`src/rtl/core/b2r_pkg.sv`:
```
// ----------------------------------------------------------------------------
// b2r_pkg
// shared types, constants and symbol lookup for the roman numeral encoder
// ----------------------------------------------------------------------------
package b2r_pkg;

    localparam int unsigned VALUE_W = 12;
    localparam int unsigned SYM_W   = 8;
    localparam int unsigned DIGIT_W = 4;
    localparam int unsigned PLACE_W = 2;
    localparam int unsigned IDX_W   = 2;

    localparam logic [VALUE_W-1:0] MAX_VALUE = 12'd3999;
    localparam logic [DIGIT_W-1:0] FIVE      = 4'd5;
    localparam logic [DIGIT_W-1:0] FOUR      = 4'd4;
    localparam logic [DIGIT_W-1:0] NINE      = 4'd9;

    localparam logic [SYM_W-1:0] SYM_NONE = 8'h00;
    localparam logic [SYM_W-1:0] SYM_I    = 8'h49;
    localparam logic [SYM_W-1:0] SYM_V    = 8'h56;
    localparam logic [SYM_W-1:0] SYM_X    = 8'h58;
    localparam logic [SYM_W-1:0] SYM_L    = 8'h4C;
    localparam logic [SYM_W-1:0] SYM_C    = 8'h43;
    localparam logic [SYM_W-1:0] SYM_D    = 8'h44;
    localparam logic [SYM_W-1:0] SYM_M    = 8'h4D;

    typedef enum logic [1:0] {
        S_IDLE,
        S_DIV,
        S_EMIT,
        S_ZERO
    } t_state;

    function automatic logic [VALUE_W-1:0] place_weight(input logic [PLACE_W-1:0] place);
        logic [VALUE_W-1:0] w;
        case (place)
            2'd3:    w = 12'd1000;
            2'd2:    w = 12'd100;
            2'd1:    w = 12'd10;
            default: w = 12'd1;
        endcase
        return w;
    endfunction

    function automatic logic [SYM_W-1:0] sym_one(input logic [PLACE_W-1:0] place);
        logic [SYM_W-1:0] s;
        case (place)
            2'd3:    s = SYM_M;
            2'd2:    s = SYM_C;
            2'd1:    s = SYM_X;
            default: s = SYM_I;
        endcase
        return s;
    endfunction

    function automatic logic [SYM_W-1:0] sym_five(input logic [PLACE_W-1:0] place);
        logic [SYM_W-1:0] s;
        case (place)
            2'd3:    s = SYM_NONE;
            2'd2:    s = SYM_D;
            2'd1:    s = SYM_L;
            default: s = SYM_V;
        endcase
        return s;
    endfunction

    function automatic logic [SYM_W-1:0] sym_ten(input logic [PLACE_W-1:0] place);
        logic [SYM_W-1:0] s;
        case (place)
            2'd3:    s = SYM_NONE;
            2'd2:    s = SYM_M;
            2'd1:    s = SYM_C;
            default: s = SYM_X;
        endcase
        return s;
    endfunction

    // index of the final character of a nonzero digit
    function automatic logic [IDX_W-1:0] last_idx(input logic [DIGIT_W-1:0] digit);
        logic [DIGIT_W-1:0] n;
        if (digit == NINE || digit == FOUR) begin
            n = 4'd1;
        end else if (digit >= FIVE) begin
            n = digit - FIVE;
        end else begin
            n = digit - 4'd1;
        end
        return n[IDX_W-1:0];
    endfunction

    function automatic logic [SYM_W-1:0] digit_sym(input logic [PLACE_W-1:0] place,
                                                   input logic [DIGIT_W-1:0] digit,
                                                   input logic [IDX_W-1:0]   idx);
        logic [SYM_W-1:0] s;
        if (digit == NINE) begin
            s = (idx == '0) ? sym_one(place) : sym_ten(place);
        end else if (digit == FOUR) begin
            s = (idx == '0) ? sym_one(place) : sym_five(place);
        end else if (digit >= FIVE) begin
            s = (idx == '0) ? sym_five(place) : sym_one(place);
        end else begin
            s = sym_one(place);
        end
        return s;
    endfunction

endpackage

```
`src/rtl/core/binary_to_roman_numeral_encoder.sv`:
```
// ----------------------------------------------------------------------------
// binary_to_roman_numeral_encoder
// converts a 12-bit unsigned value to its roman numeral, one ascii symbol
// per output beat, most significant digit first
// ----------------------------------------------------------------------------
// usage:
//   a value is taken at a rising edge with start high and busy low; values
//   above 3999 are clamped to 3999. busy falls in the cycle that the final
//   symbol is on the ports.
//   each symbol appears on o_symbol for one cycle with o_strobe high; o_last
//   marks the final symbol. a zero value gives one beat with symbol 0.
//   the receiver cannot stall: every strobe is a delivered beat.
// timing:
//   one compare-subtract unit peels each decimal place by repeated
//   subtraction of 1000, 100, 10 and 1, one step per cycle. a place with
//   digit d is extracted by d subtractions and one failed compare, then its
//   symbols are emitted. before the first symbol, each leading zero place is
//   passed over, then the leading digit is extracted.
//   the longest conversion from accept to next accept is that of 3888.
//   lower places are skipped once the remainder reaches zero.
// reset:
//   synchronous active-low reset returns to idle with no strobe pending.
// ----------------------------------------------------------------------------
module binary_to_roman_numeral_encoder (
    input  logic                           i_clk,
    input  logic                           i_rst_n,
    input  logic                           start,
    input  logic [b2r_pkg::VALUE_W-1:0]    i_value,
    output logic                           busy,
    output logic                           o_strobe,
    output logic [b2r_pkg::SYM_W-1:0]      o_symbol,
    output logic                           o_last
);

    b2r_pkg::t_state               r_state,  n_state;
    logic [b2r_pkg::VALUE_W-1:0]   r_rem,    n_rem;
    logic [b2r_pkg::PLACE_W-1:0]   r_place,  n_place;
    logic [b2r_pkg::DIGIT_W-1:0]   r_digit,  n_digit;
    logic [b2r_pkg::IDX_W-1:0]     r_idx,    n_idx;
    logic                          r_strobe, n_strobe;
    logic [b2r_pkg::SYM_W-1:0]     r_sym,    n_sym;
    logic                          r_last,   n_last;

    logic                          accept;
    logic [b2r_pkg::VALUE_W:0]     diff;
    logic                          ge;
    logic                          digit_end;

    assign accept = start && (r_state == b2r_pkg::S_IDLE);

    // shared compare-subtract unit
    assign diff      = {1'b0, r_rem} - {1'b0, b2r_pkg::place_weight(r_place)};
    assign ge        = !diff[b2r_pkg::VALUE_W];
    assign digit_end = (r_idx == b2r_pkg::last_idx(r_digit));

    // next state
    always_comb begin
        n_state = r_state;
        case (r_state)
            b2r_pkg::S_IDLE: begin
                if (accept) begin
                    n_state = (i_value == '0) ? b2r_pkg::S_ZERO : b2r_pkg::S_DIV;
                end
            end
            b2r_pkg::S_DIV: begin
                if (!ge) begin
                    if (r_digit != '0) begin
                        n_state = b2r_pkg::S_EMIT;
                    end else if (r_place == '0) begin
                        n_state = b2r_pkg::S_IDLE;
                    end
                end
            end
            b2r_pkg::S_EMIT: begin
                if (digit_end) begin
                    n_state = (r_rem == '0) ? b2r_pkg::S_IDLE : b2r_pkg::S_DIV;
                end
            end
            b2r_pkg::S_ZERO: begin
                n_state = b2r_pkg::S_IDLE;
            end
            default: begin
                n_state = b2r_pkg::S_IDLE;
            end
        endcase
    end

    // datapath and outputs
    always_comb begin
        n_rem    = r_rem;
        n_place  = r_place;
        n_digit  = r_digit;
        n_idx    = r_idx;
        n_strobe = 1'b0;
        n_sym    = r_sym;
        n_last   = r_last;
        case (r_state)
            b2r_pkg::S_IDLE: begin
                if (accept) begin
                    n_rem   = (i_value > b2r_pkg::MAX_VALUE) ? b2r_pkg::MAX_VALUE : i_value;
                    n_place = 2'd3;
                    n_digit = '0;
                    n_idx   = '0;
                end
            end
            b2r_pkg::S_DIV: begin
                if (ge) begin
                    n_rem   = diff[b2r_pkg::VALUE_W-1:0];
                    n_digit = r_digit + 4'd1;
                end else begin
                    n_idx = '0;
                    if (r_digit == '0) begin
                        n_place = r_place - 2'd1;
                    end
                end
            end
            b2r_pkg::S_EMIT: begin
                n_strobe = 1'b1;
                n_sym    = b2r_pkg::digit_sym(r_place, r_digit, r_idx);
                n_last   = digit_end && (r_rem == '0);
                n_idx    = r_idx + 2'd1;
                if (digit_end) begin
                    n_place = r_place - 2'd1;
                    n_digit = '0;
                end
            end
            b2r_pkg::S_ZERO: begin
                n_strobe = 1'b1;
                n_sym    = b2r_pkg::SYM_NONE;
                n_last   = 1'b1;
            end
            default: begin
                n_strobe = 1'b0;
            end
        endcase
    end

    always_ff @(posedge i_clk) begin
        if (!i_rst_n) begin
            r_state  <= b2r_pkg::S_IDLE;
            r_strobe <= 1'b0;
        end else begin
            r_state  <= n_state;
            r_strobe <= n_strobe;
        end
    end

    always_ff @(posedge i_clk) begin
        r_rem   <= n_rem;
        r_place <= n_place;
        r_digit <= n_digit;
        r_idx   <= n_idx;
        r_sym   <= n_sym;
        r_last  <= n_last;
    end

    assign busy     = (r_state != b2r_pkg::S_IDLE);
    assign o_strobe = r_strobe;
    assign o_symbol = r_sym;
    assign o_last   = r_last;

    a_strobe_src: assert property (@(posedge i_clk) disable iff (!i_rst_n)
        o_strobe |-> ($past(r_state) == b2r_pkg::S_EMIT || $past(r_state) == b2r_pkg::S_ZERO))
        else $error("strobe without an emitting state");

    a_last_ends: assert property (@(posedge i_clk) disable iff (!i_rst_n)
        (o_strobe && o_last) |-> !busy)
        else $error("busy after final beat");

    a_accept_busy: assert property (@(posedge i_clk) disable iff (!i_rst_n)
        (start && !busy) |=> busy)
        else $error("accepted value did not raise busy");

    a_digit_range: assert property (@(posedge i_clk) disable iff (!i_rst_n)
        (r_state == b2r_pkg::S_EMIT) |-> (r_digit != '0 && r_digit <= b2r_pkg::NINE))
        else $error("digit out of range while emitting");

    a_rem_range: assert property (@(posedge i_clk) disable iff (!i_rst_n)
        busy |-> (r_rem <= b2r_pkg::MAX_VALUE))
        else $error("remainder out of range");

endmodule

```
`config.mk`:
```
export PLATFORM = sky130hd
export DESIGN_NAME = binary_to_roman_numeral_encoder
export DESIGN_NICKNAME = d
export VERILOG_FILES = /design/src/rtl/core/b2r_pkg.sv /design/src/rtl/core/binary_to_roman_numeral_encoder.sv
export SDC_FILE = /design/constraint.sdc
export NUM_CORES = 1
export LEC_CHECK = 0
export CELL_PAD_IN_SITES_DETAIL_PLACEMENT = 1
export CELL_PAD_IN_SITES_GLOBAL_PLACEMENT = 2
export CORE_MARGIN = 2
export CORE_UTILIZATION = 36
export DETAILED_ROUTE_END_ITERATION = 10
export DONT_BUFFER_PORTS = 1
export MAX_ROUTING_LAYER = met4
export PLACE_DENSITY_LB_ADDON = 0.08
export SLEW_MARGIN = 40
export SYNTH_ARGS = -nofsm -noshare
export SYNTH_HDL_FRONTEND = slang
export SYNTH_SLANG_ARGS = --single-unit
```
`constraint.sdc`:
```
create_clock -name i_clk -period 3.6 [get_ports i_clk]
set_input_delay 0.72 -clock i_clk [delete_from_list [all_inputs] [get_ports i_clk]]
set_output_delay 0.72 -clock i_clk [all_outputs]
set_load 0.05 [all_outputs]
```
==> metrics <==
routed wire length=between 6000 and 7000 µm; setup repair after global routing missed its margin=no; # hold bufs at CTS=0; Top-Level Pins=26; Hold Crit Start=r_state[0]$_SDFFE_PN0P_; number of gates given a new drive strength after cts=0; net total in the final layout=307; Max-slew headroom=0.6264; post-synthesis compound-gate area fraction=0.1996; setup tns final=0 ns; number of synthesized flops with an enable pin=27; via count of the first global-routing pass=slightly above 2000; sequential area share after synthesis=0.3482; most used cells in the layout excluding fill and tap cells=sky130_fd_sc_hd__edfxtp_1, sky130_fd_sc_hd__ha_1, sky130_fd_sc_hd__inv_1, sky130_fd_sc_hd__nand2_1, sky130_fd_sc_hd__nor2_1; class of the worst hold path=flop to flop; maximum number of pins on one net before global-route repair=30; worst reg2reg path startpoint=r_place[0]$_SDFFCE_PN1P_; crit path capture type=flop; placed wire-length estimate=5341 µm; residual antenna-violating net count after detailed routing=0; Synth warnings=0; number of clock sinks seen by CTS=30; post-route clock period utilization=0.8383; number of buffers between clock root and the deepest sink=2; count of vias placed by the detailed router=1970; R2R setup slack=about 0.58 ns; gr ovfl total=0; final-report max-slew violation count=0; Internal Dissipation=around 1600 µW; flop and latch count out of synthesis=30; router iterations before antenna repair=4; # port buffers=0; clock insertion delay at the later pin of the skew report=0.29 ns; Routed WL per cell=slightly below 20 µm; Layout Area Growth over Synthesis=8.604%; Row Count=30; Sequential Area=870.8 µm²; Avg Inst Size Synth=9.438 µm²; Die Y-Extent=87.35 µm; number of distinct library cell variants in the gate-level netlist after synthesis=63; most frequent standard cell in the layout excluding fill and tap cells=sky130_fd_sc_hd__edfxtp_1; logic gate share of total power=0.601; combinational family with the most area after synthesis=simple AND/OR/NAND/NOR gates; Worst setup SP type=flop; achievable clock frequency=0.3314 GHz; fraction of the mapped netlist area in simple logic gates=0.2096; switching power share of the total=0.4683; FFs w/ async S/R, synth=0; run status=complete, no violations; arrival time at the worst endpoint=roughly 3 ns; TritonCTS clock tree=done; biggest fanout along the worst timing path=8; Final Wtd Congestion=~0.78; cell at the root of the clock tree=sky130_fd_sc_hd__clkbuf_8; Die Wd=87.35 µm; sequential power share=0.258; iteration-0 DRC count of the detailed router=80; Critical R2R Capture=r_rem[0]$_DFFE_PP_; adder-cell share of the synthesized area=0.1331; post-CTS repair timing setup buffer count=0; Residual DRC=0; number of inserted diodes=0; number of cells traversed by the worst register-to-register path=9; Static Leakage=0.001101 µW; GRT Resource Usage Total=0.1948; terminating pin of the worst hold path=r_state[0]$_SDFFE_PN0P_; P per Cell Area=roughly 1100 mW/mm²; mux contribution to synthesized area=0.02001; number of setup violations in the final report=0; Worst EP required=3.58 ns; final-report hold violation count=0; post-DR vias/cell=5.677; total power after layout=3034 µW; clock buffer count from CTS=5; Setup Skew=0.01601 ns; worst ir drop on vdd=420.0 µV; pin slew with the least headroom to its limit=about 0.56 ns; antenna violations before repair=0; Cell Area, Synth=approximately 0.0025 mm²; type of the setup path with the least slack=flop to flop; Syn Inst Count=265; min Tclk post-route=3.018 ns; clock transition at the register clock pins on the worst setup and hold paths after CTS=0.08 ns; fill cell total of the finished layout=767; level count of the clock H-tree=2; starting density of the core=0.3702; area of the core region=a little under 0.007 mm²; part of the total power dissipated in the clock network=0.141; wire length of the first global-routing pass=10830 µm; die area=0.007630 mm²; proportion of layout cells with a drive suffix above 1=0.1011; max-cap violation count=0; most frequently used flop master after synthesis=sky130_fd_sc_hd__edfxtp_1; hold path depth=2; switching power summed over all nets=roughly 1400 µW; total area of multi-input combinational cells=0.001498 mm²; synthesized-area fraction occupied by xor and xnor cells=0.03152
==> through the flow <==
step	util	std cells	cell area, µm²	setup WS, ns	hold WS [ns]
after detailed placement	0.3809	339	2574	0.6220	0.5052
after CTS	0.4020	347	2716	0.5813	0.5148
after global routing	0.4020	347	2716	0.3624	0.5419
after floorplan	-	266	2505	0.2416	0.4709
final	0.4020	347	2716	0.5821	0.5165
after global placement	0.3809	339	2574	0.7518	0.4874
==> synth_stat cells (all sizes together) (3+ instances only) <==
library cell / n / share of area
o21ai: 14 / 0.028
nor3: 13 / 0.026
a31oi: 3 / 0.0075
inv: 21 / 0.032
nand2: 21 / 0.032
nand3b: 4 / 0.022
nor2: 17 / 0.026
a211oi: 9 / 0.031
buf: 5 / 0.016
nor2b: 6 / 0.015
a21oi: 13 / 0.026
edfxtp: 27 / 0.32
xor2: 4 / 0.014
nand2b: 3 / 0.0075
nor4: 7 / 0.018
dfxtp: 3 / 0.024
and2: 6 / 0.016
o211ai: 3 / 0.011
o21a: 4 / 0.012
nand4: 3 / 0.0075
mux2i: 5 / 0.020
xnor2: 5 / 0.018
ha: 25 / 0.13
clkbuf: 5 / 0.0080
nand3: 3 / 0.0080
==> worst max-delay path, cell delays in order (launching register included) <==
cell and delay (ns):
sky130_fd_sc_hd__edfxtp_1 0.48, sky130_fd_sc_hd__inv_1 0.18, sky130_fd_sc_hd__ha_1 0.31, sky130_fd_sc_hd__o21bai_1 0.17, sky130_fd_sc_hd__ha_1 0.44, sky130_fd_sc_hd__nand4_1 0.20
sky130_fd_sc_hd__a211oi_2 0.30, sky130_fd_sc_hd__nor3_1 0.14, sky130_fd_sc_hd__a211oi_2 0.27, sky130_fd_sc_hd__buf_4 0.22
==> final cells by class <==
| class | count | share of cell area |
|---|---|---|
| multi-input combinational | 204 | 0.5514 |
| sequential | 30 | 0.3206 |
| tap | 80 | 0.03685 |
| clock buffer | 6 | 0.03040 |
| inverter | 22 | 0.03040 |
| clock inverter | 2 | 0.02211 |
| timing repair buffer | 3 | 0.008291 |
==> metal layers <==
layer  global-route usage  wire, µm  up-vias  part of all wire
li1                     -         -      976                 -
met1               0.2307      2927      969              0.44
met2               0.3382      3612       19              0.54
met3              0.02749        77        6             0.012
met4              0.06434        76        0             0.011
met5                    -         0        -                 0
==> kinds of logic after synthesis <==
family	Yosys count
flops	30
compound gates	68
simple gates	94
fa+ha+maj	26
mux	5
xor+xnor	9
buf+inv	32
other cells	1
==> power by group through the flow <==
| stage | registers (µW) | logic [µW] | clock network, µW |
|---|---|---|---|
| CTS | 785 | 1850 | 436 |
| global placement | 784 | 1820 | 0 |
| finish | 783 | 1820 | 427 |
| detailed placement | 793 | 1830 | 0 |
| global route | 804 | 2050 | 454 |
| floorplan | 710 | 1440 | 0 |
==> sequential cells by signal, summed over array words and instances (netlist names) <==
signal / cells
r_place: 2
r_digit: 4
o_last: 1
o_strobe: 1
r_state: 2
o_symbol: 6
r_idx: 2
r_rem: 12
==> worst max path at each step <==
stage                     slack [ns]            endpoint                     start
after global placement          0.75  r_rem[5]$_DFFE_PP_  r_place[0]$_SDFFCE_PN1P_
after detailed placement        0.62  r_rem[5]$_DFFE_PP_  r_place[0]$_SDFFCE_PN1P_
after global routing            0.36  r_rem[6]$_DFFE_PP_  r_place[0]$_SDFFCE_PN1P_
after CTS                       0.58  r_rem[0]$_DFFE_PP_  r_place[0]$_SDFFCE_PN1P_
after floorplan                 0.24  r_rem[0]$_DFFE_PP_  r_place[0]$_SDFFCE_PN1P_
final                           0.58  r_rem[0]$_DFFE_PP_  r_place[0]$_SDFFCE_PN1P_
Note: power is estimated with default switching activity, not from simulation.
